**src/hw/rtl/maf_pkg.sv**
```systemverilog
// Shared constants for the moving average filter.
// No dependencies; used by every module of the block.
package maf_pkg;

    // Default parameter values
    localparam int WINDOW_MAX_DEF   = 64;
    localparam int SAMPLE_WIDTH_DEF = 16;

    // Window length register
    localparam int              LEN_W      = 7;
    localparam logic [LEN_W-1:0] WLEN_RESET = 7'd8;

    // Depth of the queue between front and back
    localparam int QUEUE_DEPTH = 2;

endpackage

```
**src/hw/rtl/maf_front.sv**
```systemverilog
// Front end: accepts samples, keeps the sample ring and the running sum.
// Depends on maf_pkg.
module maf_front #(
    parameter int WINDOW_MAX   = maf_pkg::WINDOW_MAX_DEF,
    parameter int SAMPLE_WIDTH = maf_pkg::SAMPLE_WIDTH_DEF,
    localparam int IDX_W = (WINDOW_MAX > 1) ? $clog2(WINDOW_MAX) : 1,
    localparam int SUM_W = SAMPLE_WIDTH + IDX_W + 1
) (
    input  logic                           i_clk,
    input  logic                           i_rst_n,
    input  logic                           i_clear,
    input  logic [maf_pkg::LEN_W-1:0]      i_len,
    input  logic                           i_valid,
    input  logic signed [SAMPLE_WIDTH-1:0] i_sample,
    output logic                           o_busy,
    output logic                           o_push,
    output logic signed [SUM_W-1:0]        o_sum
);

    // Sample ring
    logic signed [SAMPLE_WIDTH-1:0] r_ring [WINDOW_MAX];
    logic signed [SAMPLE_WIDTH-1:0] r_rd;
    logic signed [SAMPLE_WIDTH-1:0] r_x;

    logic                    r_busy, r_full, r_rd_ok;
    logic [IDX_W-1:0]        r_wi, n_wi;
    logic signed [SUM_W-1:0] r_sum, n_sum;
    logic [IDX_W:0]          w_wi_inc;
    logic                    w_wrap;
    logic signed [SUM_W-1:0] w_old;

    // Ring read on accept, write on the following cycle
    always_ff @(posedge i_clk) begin
        if (i_valid) begin
            r_rd <= r_ring[r_wi];
            r_x  <= i_sample;
        end
        if (r_busy) begin
            r_ring[r_wi] <= r_x;
        end
    end

    // Slot being replaced counts as zero until the ring has wrapped once
    assign w_old    = r_rd_ok ? SUM_W'(r_rd) : '0;
    assign n_sum    = r_sum - w_old + SUM_W'(r_x);
    assign w_wi_inc = {1'b0, r_wi} + 1'b1;
    assign w_wrap   = 32'(w_wi_inc) >= 32'(i_len);
    assign n_wi     = w_wrap ? '0 : w_wi_inc[IDX_W-1:0];

    // Control and running sum
    always_ff @(posedge i_clk) begin
        if (!i_rst_n || i_clear) begin
            r_busy  <= 1'b0;
            r_full  <= 1'b0;
            r_rd_ok <= 1'b0;
            r_wi    <= '0;
            r_sum   <= '0;
        end else begin
            if (i_valid) begin
                r_busy  <= 1'b1;
                r_rd_ok <= r_full;
            end else if (r_busy) begin
                r_busy <= 1'b0;
                r_sum  <= n_sum;
                r_wi   <= n_wi;
                if (w_wrap) begin
                    r_full <= 1'b1;
                end
            end
        end
    end

    assign o_busy = r_busy;
    assign o_push = r_busy;
    assign o_sum  = n_sum;

endmodule

```
**src/hw/rtl/maf_queue.sv**
```systemverilog
// Short queue of running sums between front end and divider.
// Depends on maf_pkg.
module maf_queue #(
    parameter int WIDTH = 8,
    parameter int DEPTH = maf_pkg::QUEUE_DEPTH,
    localparam int PTR_W = (DEPTH > 1) ? $clog2(DEPTH) : 1,
    localparam int CNT_W = $clog2(DEPTH + 1)
) (
    input  logic             i_clk,
    input  logic             i_rst_n,
    input  logic             i_push,
    input  logic [WIDTH-1:0] i_data,
    input  logic             i_pop,
    output logic             o_full,
    output logic             o_empty,
    output logic [WIDTH-1:0] o_data
);

    logic [WIDTH-1:0] r_mem [DEPTH];
    logic [PTR_W-1:0] r_wp, r_rp;
    logic [CNT_W-1:0] r_cnt;
    logic             w_push, w_pop;

    assign w_push = i_push && !o_full;
    assign w_pop  = i_pop && !o_empty;

    // Storage
    always_ff @(posedge i_clk) begin
        if (w_push) begin
            r_mem[r_wp] <= i_data;
        end
    end

    // Pointers and fill count
    always_ff @(posedge i_clk) begin
        if (!i_rst_n) begin
            r_wp  <= '0;
            r_rp  <= '0;
            r_cnt <= '0;
        end else begin
            if (w_push) begin
                r_wp <= (32'(r_wp) == DEPTH - 1) ? '0 : r_wp + 1'b1;
            end
            if (w_pop) begin
                r_rp <= (32'(r_rp) == DEPTH - 1) ? '0 : r_rp + 1'b1;
            end
            if (w_push && !w_pop) begin
                r_cnt <= r_cnt + 1'b1;
            end else if (w_pop && !w_push) begin
                r_cnt <= r_cnt - 1'b1;
            end
        end
    end

    assign o_full  = 32'(r_cnt) == DEPTH;
    assign o_empty = r_cnt == '0;
    assign o_data  = r_mem[r_rp];

endmodule

```
**src/hw/rtl/maf_div.sv**
```systemverilog
// Back end: divides each running sum by the window length, one quotient
// bit per cycle, truncating toward zero. Holds the result register.
// Depends on maf_pkg.
module maf_div #(
    parameter int SAMPLE_WIDTH = maf_pkg::SAMPLE_WIDTH_DEF,
    parameter int SUM_W        = 23,
    localparam int CNT_W = $clog2(SUM_W + 1)
) (
    input  logic                           i_clk,
    input  logic                           i_rst_n,
    input  logic                           i_valid,
    input  logic signed [SUM_W-1:0]        i_sum,
    input  logic [maf_pkg::LEN_W-1:0]      i_len,
    output logic                           o_take,
    output logic                           o_empty,
    input  logic                           i_pop,
    output logic signed [SAMPLE_WIDTH-1:0] o_mean
);

    localparam logic [1:0] ST_IDLE = 2'd0;
    localparam logic [1:0] ST_RUN  = 2'd1;
    localparam logic [1:0] ST_DONE = 2'd2;

    logic [1:0]                     r_state;
    logic [CNT_W-1:0]               r_cnt;
    logic [SUM_W-1:0]               r_q;
    logic [maf_pkg::LEN_W-1:0]      r_rem;
    logic                           r_neg;
    logic                           r_out_valid;
    logic signed [SAMPLE_WIDTH-1:0] r_out;

    logic [maf_pkg::LEN_W:0]   w_trial;
    logic [SUM_W-1:0]          w_res;
    logic                      w_load_out;

    // One restoring step: shift in next dividend bit, try subtract
    assign w_trial = {r_rem, r_q[SUM_W-1]} - {1'b0, i_len};
    assign w_res   = r_neg ? (~r_q + 1'b1) : r_q;

    assign o_take     = (r_state == ST_IDLE) && i_valid;
    assign w_load_out = (r_state == ST_DONE) && (!r_out_valid || i_pop);

    // Sequencer and datapath
    always_ff @(posedge i_clk) begin
        if (!i_rst_n) begin
            r_state <= ST_IDLE;
            r_cnt   <= '0;
        end else begin
            unique case (r_state)
                ST_IDLE: begin
                    if (i_valid) begin
                        r_state <= ST_RUN;
                        r_cnt   <= '0;
                    end
                end
                ST_RUN: begin
                    r_cnt <= r_cnt + 1'b1;
                    if (32'(r_cnt) == SUM_W - 1) begin
                        r_state <= ST_DONE;
                    end
                end
                ST_DONE: begin
                    if (w_load_out) begin
                        r_state <= ST_IDLE;
                    end
                end
                default: begin
                    r_state <= ST_IDLE;
                end
            endcase
        end
    end

    // Magnitude and quotient bits
    always_ff @(posedge i_clk) begin
        if (o_take) begin
            r_neg <= i_sum[SUM_W-1];
            r_q   <= i_sum[SUM_W-1] ? SUM_W'(-i_sum) : i_sum;
            r_rem <= '0;
        end else if (r_state == ST_RUN) begin
            if (!w_trial[maf_pkg::LEN_W]) begin
                r_rem <= w_trial[maf_pkg::LEN_W-1:0];
                r_q   <= {r_q[SUM_W-2:0], 1'b1};
            end else begin
                r_rem <= {r_rem[maf_pkg::LEN_W-2:0], r_q[SUM_W-1]};
                r_q   <= {r_q[SUM_W-2:0], 1'b0};
            end
        end
    end

    // Result register
    always_ff @(posedge i_clk) begin
        if (w_load_out) begin
            r_out <= w_res[SAMPLE_WIDTH-1:0];
        end
    end

    always_ff @(posedge i_clk) begin
        if (!i_rst_n) begin
            r_out_valid <= 1'b0;
        end else if (w_load_out) begin
            r_out_valid <= 1'b1;
        end else if (i_pop) begin
            r_out_valid <= 1'b0;
        end
    end

    assign o_empty = !r_out_valid;
    assign o_mean  = r_out;

endmodule

```
**src/hw/rtl/moving_average_filter.sv**
```systemverilog
// Top level of the moving average filter.
// Depends on maf_pkg, maf_front, maf_queue and maf_div.

// Boxcar moving average over signed fixed-point samples. Each sample
// pushed gives one result: the mean of that sample and the previous
// window_len-1 samples, truncated toward zero; samples older than reset
// or the last window_len write count as zero. window_len 0 acts as 1 and
// values above WINDOW_MAX act as WINDOW_MAX. Writing window_len clears
// the history, so write it only while the block is idle. The front end
// takes no new sample until it is through with the last one (registered
// ring read, then ring write and sum update); the back end divides one
// sum at a time, bit-serially, with sums of SUM_W = SAMPLE_WIDTH +
// clog2(WINDOW_MAX) + 1 bits, and so sets the sustained rate. A two-entry
// queue between the ends and the result register let each side stall
// independently. A result passes through the queue, the divider and
// the result register before it can be popped.
module moving_average_filter #(
    parameter int WINDOW_MAX   = maf_pkg::WINDOW_MAX_DEF,
    parameter int SAMPLE_WIDTH = maf_pkg::SAMPLE_WIDTH_DEF
) (
    input  logic                           i_clk,
    input  logic                           i_rst_n,
    input  logic                           i_cfg_wr_en,
    input  logic [maf_pkg::LEN_W-1:0]      i_cfg_wr_data,
    input  logic                           push,
    output logic                           full,
    input  logic signed [SAMPLE_WIDTH-1:0] i_sample,
    output logic                           empty,
    input  logic                           pop,
    output logic signed [SAMPLE_WIDTH-1:0] o_mean
);

    localparam int IDX_W = (WINDOW_MAX > 1) ? $clog2(WINDOW_MAX) : 1;
    localparam int SUM_W = SAMPLE_WIDTH + IDX_W + 1;

    logic [maf_pkg::LEN_W-1:0] r_wlen;
    logic [maf_pkg::LEN_W-1:0] w_len;
    logic                      w_accept;
    logic                      w_front_busy;
    logic                      w_q_push, w_q_full, w_q_empty, w_q_pop;
    logic signed [SUM_W-1:0]   w_front_sum;
    logic [SUM_W-1:0]          w_q_data;

    // Window length register
    always_ff @(posedge i_clk) begin
        if (!i_rst_n) begin
            r_wlen <= maf_pkg::WLEN_RESET;
        end else if (i_cfg_wr_en) begin
            r_wlen <= i_cfg_wr_data;
        end
    end

    // Effective window length
    always_comb begin
        if (r_wlen == '0) begin
            w_len = maf_pkg::LEN_W'(1);
        end else if (32'(r_wlen) > WINDOW_MAX) begin
            w_len = maf_pkg::LEN_W'(WINDOW_MAX);
        end else begin
            w_len = r_wlen;
        end
    end

    assign full     = w_front_busy || w_q_full;
    assign w_accept = push && !full;

    maf_front #(
        .WINDOW_MAX   (WINDOW_MAX),
        .SAMPLE_WIDTH (SAMPLE_WIDTH)
    ) u_front (
        .i_clk    (i_clk),
        .i_rst_n  (i_rst_n),
        .i_clear  (i_cfg_wr_en),
        .i_len    (w_len),
        .i_valid  (w_accept),
        .i_sample (i_sample),
        .o_busy   (w_front_busy),
        .o_push   (w_q_push),
        .o_sum    (w_front_sum)
    );

    maf_queue #(
        .WIDTH (SUM_W),
        .DEPTH (maf_pkg::QUEUE_DEPTH)
    ) u_queue (
        .i_clk   (i_clk),
        .i_rst_n (i_rst_n),
        .i_push  (w_q_push),
        .i_data  (w_front_sum),
        .i_pop   (w_q_pop),
        .o_full  (w_q_full),
        .o_empty (w_q_empty),
        .o_data  (w_q_data)
    );

    maf_div #(
        .SAMPLE_WIDTH (SAMPLE_WIDTH),
        .SUM_W        (SUM_W)
    ) u_div (
        .i_clk   (i_clk),
        .i_rst_n (i_rst_n),
        .i_valid (!w_q_empty),
        .i_sum   ($signed(w_q_data)),
        .i_len   (w_len),
        .o_take  (w_q_pop),
        .o_empty (empty),
        .i_pop   (pop),
        .o_mean  (o_mean)
    );

endmodule

```
**config.mk**
```make
export PLATFORM = sky130hd
export DESIGN_NAME = moving_average_filter
export DESIGN_NICKNAME = d
export VERILOG_FILES = /design/src/hw/rtl/maf_pkg.sv /design/src/hw/rtl/maf_front.sv /design/src/hw/rtl/maf_queue.sv /design/src/hw/rtl/maf_div.sv /design/src/hw/rtl/moving_average_filter.sv
export SDC_FILE = /design/constraint.sdc
export NUM_CORES = 1
export LEC_CHECK = 0
export ABC_AREA = 1
export BUFFER_PORTS_ARGS = -buffer_cell sky130_fd_sc_hd__buf_4
export CELL_PAD_IN_SITES_DETAIL_PLACEMENT = 0
export CELL_PAD_IN_SITES_GLOBAL_PLACEMENT = 1
export CORE_AREA = 2 2 347 349
export CTS_CLUSTER_DIAMETER = 30
export DETAILED_ROUTE_END_ITERATION = 8
export DIE_AREA = 0 0 349 351
export PLACE_DENSITY_LB_ADDON = 0.1
export SLEW_MARGIN = 20
export SYNTH_ARGS = -nofsm -noshare
export SYNTH_HDL_FRONTEND = slang
export SYNTH_SLANG_ARGS = --single-unit
```
**constraint.sdc**
```tcl
create_clock -name i_clk -period 3.7 [get_ports i_clk]
set_clock_uncertainty 0.1 [all_clocks]
set_input_delay 0.185 -clock i_clk [delete_from_list [all_inputs] [get_ports i_clk]]
set_output_delay 0.185 -clock i_clk [all_outputs]
set_load 0.01 [all_outputs]
```
==> results of run 1 <==
==> layout by cell type, fill, tap and decap left out, types with 43 or more instances in the layout <==
master,Yosys,routed
clkbuf_16,0,297
buf_4,9,234
or2_1,46,46
inv_1,289,289
clkbuf_1,44,44
nand2_1,1718,1718
dlygate4sd3_1,0,64
o21ai_0,160,160
dfxtp_1,59,56
nand4_1,94,94
nand3_1,99,99
nor2_1,222,217
a21oi_1,285,285
ha_1,43,43
edfxtp_1,1142,1142
==> cells in the mapped netlist, types with 4 or more instances <==
library cell | number | area, sq um
nand2_1 | 1718 | 6449
edfxtp_1 | 1142 | 34290
inv_1 | 289 | 1085
a21oi_1 | 285 | 1426
nor2_1 | 222 | 833.3
o21ai_0 | 160 | 800.8
buf_2 | 114 | 570.6
nand3_1 | 99 | 495.5
nand4_1 | 94 | 588.1
dfxtp_1 | 59 | 1181
or2_1 | 46 | 287.8
clkbuf_1 | 44 | 165.2
ha_1 | 43 | 538.0
a22oi_1 | 42 | 315.3
xor2_1 | 31 | 271.5
fa_1 | 23 | 460.4
nor3_1 | 18 | 90.09
buf_1 | 15 | 56.30
nand3b_1 | 15 | 112.6
o21ai_1 | 14 | 70.07
o21a_1 | 11 | 82.58
buf_4 | 9 | 67.56
inv_2 | 8 | 30.03
xnor2_1 | 7 | 61.31
o21bai_1 | 6 | 45.04
nand2_2 | 5 | 31.28
nor3_2 | 4 | 40.04
==> worst max-delay path: cells and delay by family (launching register included) <==
kind | cells | cell delay, ns
fa+ha+maj | 2 | 0.71
buf+inv | 3 | 0.43
flops | 1 | 0.57
simple gates | 7 | 0.97
==> cell type report <==
cell class	count	area [sq um]
clock buffer	344	7639
fill	10170	54900
sequential	1201	35490
clock inverter	164	1983
antenna	1	2.502
tap	1548	1937
inverter	301	1144
multi-input combinational	2868	13240
timing repair buffer	313	2698
==> stage by stage <==
stage	setup WS (ns)	cell area (sq um)	std cells
global placement	0.6562	53860	6167
detailed placement	0.6347	53860	6167
global route	0.3501	64120	6739
CTS	0.6269	64120	6739
floorplan	0.2197	50690	4555
finish	0.6607	64120	6740
==> power breakdown <==
part / total, uW / switching, uW / internal, uW / leakage [uW]
sequential: 16100 / 237 / 15900 / 0.0108
clock: 24900 / 7550 / 17400 / 0.00462
combinational: 4900 / 3510 / 1380 / 0.00946
total: 46000 / 11300 / 34700 / 0.0249
==> kinds of logic (layout without fill, tap and decap cells) <==
group                      after synthesis  after routing
AOI/OAI and AO/OA                      527            527
adders and majority gates               66             66
buffers and inverters                  486           1122
other                                    0              1
DFF                                   1201           1201
xor gates and xnor gates                38             38
and+or+nand+nor                       2237           2237
==> layer usage <==
| metal | track usage (%) | wire length (um) |
|---|---|---|
| met2 | 41.39 | 73370 |
| met5 | 0 | 11 |
| met3 | 4.801 | 8865 |
| met1 | 33.29 | 66040 |
| met4 | 8.937 | 4562 |
==> how the worst min path moves through the flow <==
stage                     cells past startpoint          endpoint   startpoint  slack (ns)
after floorplan                               0    u_front.r_x[0]  i_sample[0]        0.18
after global placement                        1    u_front.r_x[1]  i_sample[1]        0.26
after detailed placement                      1    u_front.r_x[6]  i_sample[6]        0.26
after CTS                                     4    u_div.r_cnt[0]      i_rst_n        0.07
after global routing                          4  u_queue.r_cnt[0]      i_rst_n        0.11
final                                         4    u_div.r_cnt[0]      i_rst_n        0.14
==> sequential cells by signal, summed over array words and instances (netlist names), 5 cells and up, named ones only <==
register / cells
u_front.r_sum: 23
r_wlen: 7
u_queue.r_mem: 46
u_front.r_rd: 16
u_front.r_wi: 6
u_div.o_mean: 16
u_div.r_q: 23
u_div.r_rem: 7
u_front.r_ring: 1024
u_div.r_cnt: 5
u_front.r_x: 16
==> what timing repair did <==
item / CTS / global route
hold buffers: 64 / 0
resized for setup: 0 / 0
setup endpoints to repair: 0 / 0
endpoints found under the hold margin: 66 / 0
==> flow_summary.toml, run 1 <==
[yosys]
ys_warn_count = 0
syn-instance-count = 4555
synth_xor_area_share_pct = 0.6565
synth-main-ff-cell = "edfxtp_1"
synthArstFlopShare_pct = 0
synth_cell_types = 44
synth_fa_ha_area_share_pct = 1.970
syn-cell-area_sq_um = 50690
syn_area_per_cell_sq_um = 11.13
synth_mux_area_share_pct = 0
synth_edf_count = 1142
synth_fp_nets = 4649
synth_sequential_area_ratio_pct = 69.98
synth-compound-area-share_pct = 5.539
synth_top_family_by_area = "simple AND/OR/NAND/NOR gates"
ys_ff_latch = 1201
synthSimpleGateAreaFrac_pct = 17.85

[critical_path]
endpoint_kind = "flop"
rr_endpoint = "u_queue.r_mem[0][20]"
reg2reg_depth = 12
cp_max_fo = 13
critical_path_class = "reg2reg"
path_cells = "nand2_1 > inv_1 > fa_1 > inv_1 > ha_1 > nand2_1 > inv_1 > nand2_1 > nor2_1 > nand3b_1 > nand4_1 > nand2_1"
r2r_start = "u_front.r_rd_ok"
startpoint_type = "flop"
cpMostUsedCell = "nand2_1"
cpPeakStageDelay_ns = 0.57
slowest_stage = "dfxtp_1"
rrSetupSlack_ns = 0.66
cp-endpoint = "u_queue.r_mem[0][20]"
cp_data_required_time_ns = 4.19
arrival_ns = 3.53
startpoint = "u_front.r_rd_ok"

[clock_network]
post_cts_buffers = 0
clock-sinks = 1201
clock_path_buffers = 4
clk_latency_ns = 0.88
cts_max_level = 5
clk_pin_slew_ns = 0.04
numCtsBuffers = 291
cts_tree = "built"
cts_root_buffer = "clkbuf_16"

[routing]
vias = 34710
route.detailed.drc = 0
routedWlPerCell_um = 22.68
drtIter0Drc = 2786
routed_wl_um = 152800
vias_per_cell = 5.149
ant_nets = 0
drt_first_pass_iters = 5

[cells_and_area]
drive_gt1_share_pct = 13.95
final_core_util_pct = 53.88
area_growth_pct = 26.49
nNetsFinal = 5070

[grt]
grt_pass1_wl_um = 224500
gr-total-overflow = 0
grt_pass1_vias = 34300
antenna_found_initial = 3
grt_usage_pct = 25.13
grt_max_degree = 85

[power]
power_density_nw_per_um2 = 716.7
power_uw = 45960
ir_drop_mv = 0.5676
p_leak_uw = 0.02486

[floorplanning]
start_util_pct = 42.59
core_sq_um = 119000
die_y_um = 351
pin_count = 46
die_w_um = 349
rows = 127
die_area_sq_um = 122500

[sta]
hold_viol_final = 0
worstMarginPinSlew_ns = 1.025
fmax_mhz = 329.0
period_needed_ns = 3.039
slew_headroom_pct = 31.51
finalSetupTns_ns = 0
period_share_pct = 82.14
rsz0062_at_grt = "false"
slew_viol_final = 0
hold_ws_ns = 0.1420
timing.final.setup_violations = 0

[placement]
gp_congestion = 0.8673
hpwl_um = 90850
portBuffers = 45

[job]
cap_violations = 0

[run_status]
status = "completed"

[min_path]
hold_path.class = "in2reg"
Power figures use the tool's default switching activity.
==> run 2: changes to the inputs <==
==> constraint.sdc (replaced) <==
create_clock -name i_clk -period 3 [get_ports i_clk]
set_clock_uncertainty 0.1 [all_clocks]
set_input_delay 0.15 -clock i_clk [delete_from_list [all_inputs] [get_ports i_clk]]
set_output_delay 0.15 -clock i_clk [all_outputs]
set_load 0.01 [all_outputs]
==> flow_summary.toml, run 2 (synthesized netlist as in run 1, its figures left out) <==
[critical_path]
arrival_ns = 3.44
critical_path_class = "reg2reg"
reg2reg_depth = 12
r2r_start = "u_front.r_wi[2]"
rr_endpoint = "u_front.r_rd[1]"
cp_max_fo = 12
rrSetupSlack_ns = 0.09
startpoint_type = "flop"
cp_data_required_time_ns = 3.53
endpoint_kind = "flop"

[min_path]
hold_path.class = "in2reg"
hold_path.startpoint = "i_rst_n"
whs_endpoint = "u_div.r_cnt[0]"
whs_path_depth = 4

[placement]
gp_congestion = 0.8345
hpwl_um = 92730
portBuffers = 45
dp.cells = 6220

[cells_and_area]
largest_reg_flops = 1024
multi_input_area_sq_um = 13670
final_common_cell = "nand2_1"
reg_top3 = "u_front.r_ring x1024, u_queue.r_mem x46"
drive_gt1_share_pct = 16.50
fillers = 10010
most-common-layout-cells = "nand2_1, edfxtp_1, clkbuf_16"
regMostFlops = "u_front.r_ring"
nNetsFinal = 5132
area_growth_pct = 29.62
final_cells = 6804
seqCellArea_sq_um = 35490

[sta]
fmax_mhz = 344.2
slew_headroom_pct = 36.04
rsz0062_at_grt = "true"
hold_ws_ns = 0.1237
hold_viol_final = 0
period_needed_ns = 2.905
slew_viol_final = 0
worstMarginPinSlew_ns = 0.9594
timing.final.setup_violations = 0
period_share_pct = 96.85

[routing]
vias = 34840
drt_first_pass_iters = 6
vias_per_cell = 5.121
routedWlPerCell_um = 22.59
route.detailed.drc = 0
drtIter0Drc = 3020
ant_nets = 0
routed_wl_um = 153700

[clock_network]
cts_tree = "built"
clk_pin_slew_ns = 0.04
clock_path_buffers = 4
clock-sinks = 1201
numCtsBuffers = 297
clk_latency_ns = 0.89
cts_max_level = 5
cts_root_buffer = "clkbuf_16"

[floorplanning]
die_w_um = 349
start_util_pct = 42.59
rows = 127
die_area_sq_um = 122500
die_y_um = 351
core_sq_um = 119000
pin_count = 46

[power]
power_density_nw_per_um2 = 876.0
p_leak_uw = 0.02541
power_uw = 57570
ir_drop_mv = 0.6399

[job]
cap_violations = 0

[grt]
grt_max_degree = 97
grt_pass1_wl_um = 224100
gr-total-overflow = 0
grt_pass1_vias = 34250
grt_usage_pct = 25.22
antenna_found_initial = 3

[run_status]
status = "completed"
## run 2: cell types whose count changed in the layout (fill, tap and decap cells not counted), moves of 11 or more
| cell | previous run | this run |
|---|---|---|
| nand2_2 | 5 | 20 |
| buf_12 | 15 | 63 |
| ha_4 | 0 | 20 |
| nor2_1 | 217 | 204 |
| clkinv_2 | 33 | 52 |
| inv_1 | 289 | 276 |
| nand2_1 | 1718 | 1697 |
| ha_1 | 43 | 22 |
| inv_2 | 7 | 18 |
## run 2: routing by layer
layer	GRT usage [%]	wire [um]	share of wire [%]
met1	32.88	64860	42
met2	41.52	73860	48
met3	4.854	9572	6.2
met4	10.23	5430	3.5
met5	0	13	0.0085
## run 2: worst max path at each step
| stage | startpoint | end | cells after the start |
|---|---|---|---|
| finish | u_front.r_wi[2] | u_front.r_rd[1] | 12 |
| global route | u_front.r_rd_ok | u_queue.r_mem[0][18] | 13 |
| CTS | u_front.r_wi[0] | u_front.r_wi[2] | 13 |
| detailed placement | u_front.r_wi[2] | u_front.r_rd[1] | 14 |
| global placement | u_front.r_wi[2] | u_front.r_rd[1] | 14 |
| floorplan | u_front.r_x[15] | u_queue.r_mem[0][21] | 11 |
## run 2: power breakdown
part | internal (uW) | switching (uW) | total [uW]
Clock | 21700 | 9360 | 31000
Sequential | 19600 | 313 | 19900
Combinational | 2050 | 4560 | 6610
## run 2: worst max-delay path: stages, from the launching register on
cell and delay (ns):
dfxtp_4 0.36, inv_2 0.13, buf_4 0.14, nand2_2 0.10, nor2_4 0.61, buf_4 0.32
nand2_1 0.07, nand2_1 0.06, nand3b_1 0.21, nand2_1 0.10, nand2_1 0.15, nor2_1 0.08
nand2_1 0.24
## run 2: cell type report
class,count,share of cell area (%)
flip-flops and latches,1201,54.00
multi-input cells,2868,20.81
clock buffers,348,11.92
repair buffers,369,5.670
well taps,1548,2.948
clock inverters,168,2.894
inverters,301,1.754
diodes,1,0.003808
## run 2: metrics by stage
step | TNS, ns | utilization (%) | worst slack, ns | cell area, sq um
3_5_place_dp | 0 | 46.42 | 0.009828 | 55250
3_3_place_gp | 0 | 46.42 | 0.03224 | 55240
5_1_grt | -0.04393 | 55.21 | -0.02459 | 65710
6_report | 0 | 55.21 | 0.09451 | 65710
4_1_cts | 0 | 55.18 | 0.01586 | 65670
2_1_floorplan | -2.431 | - | -0.1376 | 51100
## run 2: timing repair
item / 4_1_cts / 5_1_grt
pin swaps: 1 / 2
hold buffers: 64 / 0
endpoints found under the setup margin: 1 / 22
endpoints found under the hold margin: 83 / 0
buffers inserted: 3 / 0
resized for setup: 0 / 15
